$ cat src/design/bspo_pkg.sv
// shared types and constants for the octal varint bit packer
`timescale 1ns / 1ps

package bspo_pkg;

    // operation codes of an input item
    typedef enum logic [1:0] {
        OP_PUT_BITS   = 2'd0,
        OP_PUT_VARINT = 2'd1,
        OP_ALIGN      = 2'd2
    } t_op;

    localparam int unsigned MAX_WIDTH   = 64;
    localparam int unsigned VAR_DIGITS  = 10;
    localparam int unsigned VAR_BITS    = 4 * (VAR_DIGITS + 1);
    localparam int unsigned BUF_BITS    = MAX_WIDTH + 8;
    localparam int unsigned QUEUE_DEPTH = 2;
    localparam int unsigned QUEUE_AW    = $clog2(QUEUE_DEPTH);

    // input item
    typedef struct packed {
        logic [1:0]  operation;
        logic [63:0] value;
        logic [6:0]  width;
    } t_in_item;

    // result item
    typedef struct packed {
        logic [7:0] out_byte;
        logic       last_of_run;
    } t_out_item;

    // normalised command between front and back
    typedef struct packed {
        logic        is_align;
        logic [63:0] value;
        logic [6:0]  width;
    } t_cmd;

    // queue status towards the front
    typedef struct packed {
        logic full;
        logic empty;
    } t_q_stat;

    // back status for checking
    typedef struct packed {
        logic [6:0] bit_count;
        logic       load;
    } t_back_stat;

endpackage

$ cat src/design/bspo_front.sv
// front end: takes input items and turns them into plain bit-append commands
`timescale 1ns / 1ps

module bspo_front
    import bspo_pkg::*;
(
    input  logic     i_clk,
    input  logic     i_rst_n,
    input  logic     i_valid,
    output logic     o_ready,
    input  t_in_item i_data,
    input  t_q_stat  i_q_stat,
    output logic     o_push,
    output t_cmd     o_cmd
);

    logic [2:0]          digit [VAR_DIGITS:0];
    logic [3:0]          top;
    logic [VAR_BITS-1:0] var_word;
    logic [6:0]          var_width;
    logic                known_op;
    logic                r_seen;

    // accept whenever the queue has room, once ready has come up after reset
    assign o_ready = !i_q_stat.full && r_seen;

    // ready comes up in the cycle after reset is released
    always_ff @(posedge i_clk) begin
        if (!i_rst_n) begin
            r_seen <= 1'b0;
        end else begin
            r_seen <= 1'b1;
        end
    end

    // octal digit split and leading digit search
    always_comb begin
        top = 4'd0;
        for (int k = 0; k <= VAR_DIGITS; k++) begin
            digit[k] = 3'(i_data.value[31:0] >> (3 * k));
        end
        for (int k = 1; k <= VAR_DIGITS; k++) begin
            if (digit[k] != 3'd0) begin
                top = 4'(k);
            end
        end
    end

    // varint groups, closing group carries the top bit
    always_comb begin
        var_word = '0;
        for (int k = 1; k <= VAR_DIGITS; k++) begin
            var_word[4*k +: 4] = {1'b0, digit[k]};
        end
        var_word[3:0] = {1'b1, digit[0]};
        var_width     = 7'({top, 2'b00}) + 7'd4;
    end

    // command build
    always_comb begin
        known_op       = 1'b1;
        o_cmd.is_align = 1'b0;
        o_cmd.value    = '0;
        o_cmd.width    = '0;
        case (i_data.operation)
            OP_PUT_BITS: begin
                o_cmd.value = i_data.value;
                o_cmd.width = (i_data.width > 7'(MAX_WIDTH)) ? 7'(MAX_WIDTH) : i_data.width;
            end
            OP_PUT_VARINT: begin
                o_cmd.value = 64'(var_word);
                o_cmd.width = var_width;
            end
            OP_ALIGN: begin
                o_cmd.is_align = 1'b1;
            end
            default: begin
                known_op = 1'b0;
            end
        endcase
    end

    // unused operation code is taken and dropped
    assign o_push = i_valid && o_ready && known_op;

endmodule

$ cat src/design/bspo_queue.sv
// two-entry command queue between front and back
`timescale 1ns / 1ps

module bspo_queue
    import bspo_pkg::*;
(
    input  logic    i_clk,
    input  logic    i_rst_n,
    input  logic    i_push,
    input  t_cmd    i_cmd,
    input  logic    i_pop,
    output logic    o_valid,
    output t_cmd    o_cmd,
    output t_q_stat o_stat
);

    t_cmd                r_mem [QUEUE_DEPTH];
    logic [QUEUE_AW-1:0] r_wp, n_wp;
    logic [QUEUE_AW-1:0] r_rp, n_rp;
    logic [QUEUE_AW:0]   r_count, n_count;

    assign o_valid      = (r_count != '0);
    assign o_cmd        = r_mem[r_rp];
    assign o_stat.full  = (r_count == (QUEUE_AW+1)'(QUEUE_DEPTH));
    assign o_stat.empty = (r_count == '0);

    // pointer and count update
    always_comb begin
        n_wp    = r_wp;
        n_rp    = r_rp;
        n_count = r_count;
        if (i_push) begin
            n_wp = (r_wp == QUEUE_AW'(QUEUE_DEPTH - 1)) ? '0 : r_wp + 1'b1;
        end
        if (i_pop) begin
            n_rp = (r_rp == QUEUE_AW'(QUEUE_DEPTH - 1)) ? '0 : r_rp + 1'b1;
        end
        if (i_push && !i_pop) begin
            n_count = r_count + 1'b1;
        end else if (!i_push && i_pop) begin
            n_count = r_count - 1'b1;
        end
    end

    always_ff @(posedge i_clk) begin
        if (!i_rst_n) begin
            r_wp    <= '0;
            r_rp    <= '0;
            r_count <= '0;
        end else begin
            r_wp    <= n_wp;
            r_rp    <= n_rp;
            r_count <= n_count;
        end
    end

    // storage
    always_ff @(posedge i_clk) begin
        if (i_push) begin
            r_mem[r_wp] <= i_cmd;
        end
    end

endmodule

$ cat src/design/bspo_back.sv
// back end: merges commands into the bit buffer and emits completed bytes
`timescale 1ns / 1ps

module bspo_back
    import bspo_pkg::*;
(
    input  logic       i_clk,
    input  logic       i_rst_n,
    input  logic       i_cmd_valid,
    input  t_cmd       i_cmd,
    output logic       o_pop,
    output logic       o_valid,
    input  logic       i_ready,
    output t_out_item  o_data,
    output t_back_stat o_stat
);

    logic [BUF_BITS-1:0] r_buf, n_buf;
    logic [6:0]          r_cnt, n_cnt;
    logic                emit;
    logic [BUF_BITS-1:0] buf_s;
    logic [6:0]          cnt_s;
    logic [2:0]          fill;
    logic [6:0]          w_eff;
    logic [63:0]         aligned;
    logic [BUF_BITS-1:0] place;

    // output straight from the buffer head
    assign o_valid            = (r_cnt >= 7'd8);
    assign o_data.out_byte    = r_buf[BUF_BITS-1 -: 8];
    assign o_data.last_of_run = (r_cnt < 7'd16);
    assign emit               = o_valid && i_ready;

    // buffer after this cycle's transfer
    assign buf_s = emit ? {r_buf[BUF_BITS-9:0], 8'b0} : r_buf;
    assign cnt_s = emit ? r_cnt - 7'd8 : r_cnt;
    assign fill  = cnt_s[2:0];

    // load a command once fewer than eight bits remain
    assign o_pop = i_cmd_valid && (cnt_s[6:3] == 4'd0);

    // bit count of the command, padding taken from the current fill
    always_comb begin
        if (i_cmd.is_align) begin
            w_eff = (fill == 3'd0) ? 7'd0 : 7'd8 - {4'd0, fill};
        end else begin
            w_eff = i_cmd.width;
        end
    end

    // left-align the new bits behind the partial byte
    assign aligned = i_cmd.is_align ? 64'd0 : (i_cmd.value << (7'(MAX_WIDTH) - w_eff));
    assign place   = {aligned, 8'b0} >> fill;

    always_comb begin
        n_buf = buf_s;
        n_cnt = cnt_s;
        if (o_pop) begin
            n_buf = {buf_s[BUF_BITS-1 -: 8], 64'b0} | place;
            n_cnt = {4'd0, fill} + w_eff;
        end
    end

    always_ff @(posedge i_clk) begin
        if (!i_rst_n) begin
            r_buf <= '0;
            r_cnt <= '0;
        end else begin
            r_buf <= n_buf;
            r_cnt <= n_cnt;
        end
    end

    assign o_stat.bit_count = r_cnt;
    assign o_stat.load      = o_pop;

endmodule

$ cat src/design/bit_stream_packer_octal_varint.sv
// top level of the msb-first bit packer with octal varint encoding
//
// input channel i_valid/o_ready/i_data carries one operation per transfer:
// put bits (low width bits of value, width saturating at 64), put varint
// (low 32 bits of value as 4-bit octal groups, closing group has bit 3 set)
// or align (zero pad to the byte boundary). the output channel
// o_valid/i_ready/o_data gives each completed byte, first bit in bit 7,
// with last_of_run set on the final byte an item produces.
// an item passes the front in its transfer cycle and is written into the
// queue; the back loads it once fewer than eight bits remain in the bit
// buffer, and its bytes leave from that buffer register. the back emits
// one byte per cycle while i_ready is high and loads the next command in
// the cycle the current one's last byte leaves, so an item holds the back
// until its bytes (eight at most) are out; the output byte rate is the
// limit. a two-entry queue lets input transfers go on while the receiver
// stalls; when the queue is full o_ready drops. items that complete no
// byte only update the partial byte. reset clears the partial byte, the
// fill count and the queue; o_ready rises in the cycle after reset ends.
`timescale 1ns / 1ps

module bit_stream_packer_octal_varint
    import bspo_pkg::*;
(
    input  logic      i_clk,
    input  logic      i_rst_n,
    input  logic      i_valid,
    output logic      o_ready,
    input  t_in_item  i_data,
    output logic      o_valid,
    input  logic      i_ready,
    output t_out_item o_data
);

    logic       push;
    t_cmd       front_cmd;
    t_q_stat    q_stat;
    logic       q_valid;
    t_cmd       q_cmd;
    logic       pop;
    t_back_stat back_stat;

    // classify and encode
    bspo_front u_front (
        .i_clk    (i_clk),
        .i_rst_n  (i_rst_n),
        .i_valid  (i_valid),
        .o_ready  (o_ready),
        .i_data   (i_data),
        .i_q_stat (q_stat),
        .o_push   (push),
        .o_cmd    (front_cmd)
    );

    // decoupling queue
    bspo_queue u_queue (
        .i_clk   (i_clk),
        .i_rst_n (i_rst_n),
        .i_push  (push),
        .i_cmd   (front_cmd),
        .i_pop   (pop),
        .o_valid (q_valid),
        .o_cmd   (q_cmd),
        .o_stat  (q_stat)
    );

    // byte packing
    bspo_back u_back (
        .i_clk       (i_clk),
        .i_rst_n     (i_rst_n),
        .i_cmd_valid (q_valid),
        .i_cmd       (q_cmd),
        .o_pop       (pop),
        .o_valid     (o_valid),
        .i_ready     (i_ready),
        .o_data      (o_data),
        .o_stat      (back_stat)
    );

    // nothing on the output right after reset
    a_reset_quiet: assert property (@(posedge i_clk)
        !i_rst_n |=> !o_valid)
        else $error("output valid after reset");

    // buffer never holds more than a full command plus seven bits
    a_cnt_range: assert property (@(posedge i_clk) disable iff (!i_rst_n)
        back_stat.bit_count <= 7'd71)
        else $error("bit buffer overflow");

    // a load only happens from a non-empty queue
    a_pop_nonempty: assert property (@(posedge i_clk) disable iff (!i_rst_n)
        back_stat.load |-> !q_stat.empty)
        else $error("load from empty queue");

    // a byte not marked last has another whole byte behind it
    a_last_mark: assert property (@(posedge i_clk) disable iff (!i_rst_n)
        o_valid && !o_data.last_of_run |-> back_stat.bit_count >= 7'd16)
        else $error("last_of_run missing");

endmodule
$ cat config.mk
export PLATFORM = sky130hd
export DESIGN_NAME = bit_stream_packer_octal_varint
export DESIGN_NICKNAME = d
export VERILOG_FILES = /design/src/design/bspo_pkg.sv /design/src/design/bspo_front.sv /design/src/design/bspo_queue.sv /design/src/design/bspo_back.sv /design/src/design/bit_stream_packer_octal_varint.sv
export SDC_FILE = /design/constraint.sdc
export NUM_CORES = 1
export LEC_CHECK = 0
export BUFFER_PORTS_ARGS = -buffer_cell sky130_fd_sc_hd__buf_2
export CAP_MARGIN = 10
export CORE_UTILIZATION = 39
export DETAILED_ROUTE_END_ITERATION = 10
export GPL_TIMING_DRIVEN = 0
export REMOVE_ABC_BUFFERS = 1
export SKIP_LAST_GASP = 1
export SYNTH_ARGS = -nofsm -noshare
export SYNTH_HDL_FRONTEND = slang
export SYNTH_SLANG_ARGS = --single-unit
$ cat constraint.sdc
create_clock -name i_clk -period 8.45 [get_ports i_clk]
set_input_delay 2.1125 -clock i_clk [delete_from_list [all_inputs] [get_ports i_clk]]
set_output_delay 2.1125 -clock i_clk [all_outputs]
set_load 0.03 [all_outputs]
# After elaboration in Yosys (flattened, before gate mapping)
# Memory sizes are Yosys's and may differ from the RTL's. A register that Yosys moved wholly into a read port is not among the register bits.
# Index checks and enable logic that the tools add are counted.
# W data, S select, Z words.
# totals
regBits,84
ram_bits,144
in_bits,77
out_inout_bits,11
mem_count,1
# op_classes
add_sub_neg,9
n_lt_le_gt_ge,3
eq_ne,3
n_shift,2
mux,30
bitwise_logic,1
n_reduce_logical,27
# memory_table
memory,words,width,read_ports,rd_ports_with_merged_regs,write_ports,line,text
u_queue.r_mem,2,72,1,1,1,bspo_queue.sv:17,t_cmd r_mem [QUEUE_DEPTH];
# ops
op,count
$mux W72,2
$pmux W71 S2,1
$or A72 B72 Y72,1
$shr A72 B3 Y72,1
$mux W64,1
$shl A64 B7 Y64,1
$mux W4,9
$mux W7,5
$reduce_bool A3 Y1,10
$mux W1,10
$add A3 B7 Y7,1
$add A6 B3 Y7 const B,1
$ge A7 B4 Y1 const B,1
$gt A7 B7 Y1 const B,1
$logic_and A1 B1 Y1,7
$lt A7 B5 Y1 const B,1
$sub A7 B4 Y7 const B,1
$sub A7 B7 Y7 const A,1
$reduce_bool A2 Y1,3
$sub A4 B3 Y5 const A,1
$eq A2 B2 Y1 const B,2
$logic_not A4 Y1,1
$mux W2,2
$logic_not A1 Y1,3
7 further kinds,8

# Depth between registers and ports, before layout
# logic_depth
word_depth,13
depth_mapped,27
ltp_nobuf,17

# Modules after synthesis
# From an unflattened synthesis, not the netlist that was laid out.
# hier_totals
cells_unflattened,1636
area_unflattened_um2,16350.7
# by_module_without_submodules
module,instances,cells_each,area_per_inst_um2,seq_area_each_um2
bspo_back,1,1233,9909.5,1561.5
bspo_queue,1,247,5446.5,4424.2
bspo_front,1,156,994.7,20.0

# Least setup slack after synthesis
# Ideal clock, no wire load.
# synth_timing
kind,register -> register
from,register u_back.r_cnt[1]
to,register u_back.r_buf[41]
setup_ns,0.115
arrival_time_ns,6.054
t_required_ns,8.335
path_slack_ns,2.281
path_stages_with_launch,25
path_buffers,10
period_less_slack_ns,6.169
cell_sequence,dfxtp_1 clkbuf_1 inv_1 clkbuf_1 clkbuf_1 buf_1 ha_1 ha_1 nand2b_1 mux2i_4 inv_2 buf_4 buf_4 buf_4 ha_1 clkbuf_1 clkinv_1 clkbuf_1 clkbuf_1 mux4_2 mux2_2 a222oi_1 mux2i_1 mux4_2 o21a_1
# synth_between
elab_chain_cells,12
# synth_rtl
element,line,text
"start, declared",bspo_back.sv:19,"logic [6:0] r_cnt, n_cnt;"
"start signal, assigned",bspo_back.sv:70,r_cnt <= n_cnt;
$ge A7 B4 Y1,bspo_back.sv:29,assign o_valid = (r_cnt >= 7'd8);
$logic_and A1 B1 Y1,bspo_back.sv:32,assign emit = o_valid && i_ready;
$mux W7,bspo_back.sv:36,assign cnt_s = emit ? r_cnt - 7'd8 : r_cnt;
$sub A4 B3 Y5 or $logic_not A3 Y1 (tied branches),bspo_back.sv:45,"w_eff = (fill == 3'd0) ? 7'd0 : 7'd8 - {4'd0, fill};"
$mux W7,bspo_back.sv:45,
$mux W7,bspo_back.sv:44,if (i_cmd.is_align) begin
$sub A7 B7 Y7,bspo_back.sv:52,assign aligned = i_cmd.is_align ? 64'd0 : (i_cmd.value << (7'(MAX_WIDTH) - w_eff));
$shl A64 B7 Y64,bspo_back.sv:52,
$mux W64,bspo_back.sv:52,
$shr A72 B3 Y72,bspo_back.sv:53,"assign place = {aligned, 8'b0} >> fill;"
$or A72 B72 Y72,bspo_back.sv:59,"n_buf = {buf_s[BUF_BITS-1 -: 8], 64'b0} | place;"
$mux W72,bspo_back.sv:58,if (o_pop) begin
"end signal, assigned",bspo_back.sv:69,r_buf <= n_buf;
"end, declared",bspo_back.sv:18,"logic [BUF_BITS-1:0] r_buf, n_buf;"
# Several ways; a longest one is shown, not always the timed one.
# A chain may end at the register's enable or synchronous reset.

# Worst setup path after layout
# layout_timing
from,register u_back.r_cnt[1]
to,register u_back.r_buf[63]
# Same word-level chain as after synthesis.

==> out/results.ini <==
[placement]
pre_cts_ws_ps=-1700
routabilityCongestion=0.997
numPortBuffers=87
hpwl_microns=42500
dp.cells=2385

[yosys]
synth-edff-count=144
synthFlopType=edfxtp_1
ys_seq_elements=228
yosysSeqAreaShare_pct=35.5
syn_avg_cell_area_sq_um=9.10
yosysWarnings=0
synth_cells=1861
ys_types=84
async_reset_ff_share_pct=0
synth_area_sq_um=16900

[power]
power.density_nw_per_um2=456
comb_power_share_pct=69.3
pwr-share-seq_pct=17.3
p_sw_mw=4.55
leakage_nw=6.91
irDropWorstVdd_mv=0.183
switching_share_pct=53.3
p_clk_share_pct=13.4
intPower_mw=3.98
power_mw=8.53

[status]
status=complete, no violations

[setup_path]
regToRegSetupSlack_ps=300
cp_max_fo=48
reg2reg_depth=22
critical_path_class=flop to flop
regToRegEndpoint=u_back.r_buf[63]
required_ps=8880
crit_path_start_kind=flop
crit-reg2reg-launch=u_back.r_cnt[1]
cp-end-kind=flop
cp.arrival_ps=8580

[final_layout]
final_cells=2436
nets=1928
drive_above_1_share_pct=17.7
fill_cells=4224
final_util_pct=44.1
synthToLayoutAreaGrowth_pct=10.6
n_antenna_cell=0

[die]
start_util_pct=39.9
core_sq_um=42400
die_w_microns=210
die-area_sq_um=44200
top_level_ports=88
die_y_microns=210
row_count=75

[worst_hold_path]
min_from=u_back.r_buf[68]
worstHoldPathType=flop to flop
min_path_cells=2
hold_end=u_back.r_buf[68]

[timing]
max_freq_ghz=0.123
min_period_ps=8150
rsz0062_at_grt=false
slew_violations=0
fin_skew_ps=14.9
timing.final.crit_share_pct=96.5
setup_viol_count_final=0
slew_headroom_pct=13.9
fin_ws_ps=298
holdWs_ps=474
final_hold_viol_count=0
worst_pin_slew_ps=1290

[clocking]
clockBufferDepth=3
cts.clk_slew.worst_paths_ps=60
numCtsBuffers=26
htreeDepth=1
cts_tree=done
cts.sinks=228
worstSkewPairLatency_ps=560
cts_root_buf=clkbuf_16

[route]
drt_iter0_markers=1300
wire_per_inst_microns=23.4
route.detailed.drc=0
viasPerCell=6.18
drtAntennaViolNets=0
num_vias=15054
drt_wl_total_microns=57000
dr.pass1.iters=6

[global_routing]
grt.total_usage_pct=25.8
grt_max_degree=75
overflow=0
first_global_vias=14557
antenna_found_initial=0
grt_pass1_wl_microns=88500

[job]
maxCapViolations=0

logic make-up (layout without fill, tap and decap cells):
logic type / count (synthesis) / after routing / share of synthesized area (%)
adders and majority gates: 12 / 12 / 0.931
AOI/OAI and AO/OA: 488 / 488 / 19.7
buffers and inverters: 184 / 182 / 5.03
muxes: 309 / 309 / 21.4
xor gates and xnor gates: 12 / 12 / 0.621
DFF: 228 / 228 / 35.5
and+or+nand+nor: 628 / 628 / 16.8
cells in the final DEF (no fill, tap or decap), drive strengths merged, types with 8 or more instances in the layout:
cell type  count
nor4           8
and2          40
a22oi         15
and3           9
ha            11
a211oi        26
o21ai        101
or2           11
nor2         134
o221ai        42
a31oi          9
nor3          50
a21oi         82
edfxtp       144
o22ai         67
mux2          95
clkbuf        38
or3            8
nor2b         11
mux2i        184
nand2b         9
a32oi         10
nand3         71
buf          113
dfxtp         84
o211ai        27
a221oi        19
mux4          30
nand2        256
inv           19
cells in the mapped netlist, drive strengths merged (66+ instances only):
cell type / count / share of area (%)
nand2: 256 / 5.7
mux2i: 184 / 11
edfxtp: 144 / 26
nor2: 134 / 3.0
o21ai: 101 / 3.0
clkbuf: 98 / 2.2
mux2: 95 / 6.4
dfxtp: 84 / 9.9
a21oi: 82 / 2.4
nand3: 71 / 2.1
o22ai: 67 / 2.5
buf: 66 / 2.4
sequential cells by signal (all words and copies together), names as in the netlist, named ones only:
register and count:
u_back.r_buf 71, u_back.r_cnt 7, u_front.r_seen 1, u_queue.r_count 2
u_queue.r_mem 144, u_queue.r_rp 1, u_queue.r_wp 1
metrics by stage:
step           area [sq um]  setup TNS, ps
2_1_floorplan         16100        -174900
3_3_place_gp          17300        -512110
3_5_place_dp          17800         -81610
4_1_cts               18700              0
5_1_grt               18700              0
6_report              18700              0
metal layers:
metal	part of all wire [%]	vias up	track usage (%)
met1	45	7410	35.6
met5	0	-	0
li1	-	7041	-
met3	5.7	92	3.08
met4	3.7	0	8.68
met2	46	511	41.6
power by group through the flow:
stage / Sequential [mW] / Clock [mW] / Combinational, mW
after global placement: 1.56 / 0 / 5.57
after global routing: 1.50 / 1.21 / 6.26
final: 1.47 / 1.15 / 5.91
after detailed placement: 1.50 / 0 / 5.70
after floorplan: 1.53 / 0 / 3.69
after CTS: 1.47 / 1.16 / 5.74
worst max-delay path by stage:
stage | startpoint | to | slack (ps) | cells past startpoint
after floorplan | flop | u_back.r_buf[41] | -2920 | 14
after global placement | u_back.r_cnt[0] | u_back.r_buf[68] | -7700 | 16
after detailed placement | u_back.r_cnt[2] | u_back.r_buf[68] | -1700 | 20
after CTS | u_back.r_cnt[1] | u_back.r_buf[63] | 290 | 22
after global routing | u_back.r_cnt[1] | u_back.r_buf[63] | 30 | 22
final | u_back.r_cnt[1] | u_back.r_buf[63] | 300 | 22
worst max-delay path: stages (launching register included):
cell       delay, ps
dfxtp_4          690
inv_2            340
ha_1             310
ha_1             220
nand2b_1         180
mux2i_4          220
buf_12           220
buf_12           210
buf_12           210
buf_12           210
inv_2            320
ha_4             380
nor2b_1          170
mux2i_2          760
nand3_2          460
buf_8            300
o22ai_1          190
a211oi_1         160
o21ai_0          710
o21ai_0          390
o21a_1           300
mux4_2           510
a2111oi_1        450
area by class of cell:
cell class,count,area [sq um],share of cell area [%]
clock buffers,38,716,3.82
clock inverters,10,144,0.769
inverters,20,80.1,0.428
multi-input cells,1449,10100,54.2
flip-flops and latches,228,6020,32.1
well taps,577,722,3.86
repair buffers,113,888,4.75
repair inverters,1,5.00,0.0267
what timing repair did:
item | 4_1_cts | 5_1_grt
gates cloned | 1 | 0
hold endpoints to repair | 0 | 0
setup buffers | 0 | 0
endpoints found under the setup margin | 69 | 15
hold buffers | 0 | 0
resized for setup | 9 | 2
pin swaps | 0 | 0
(Power assumes the default switching activity.)
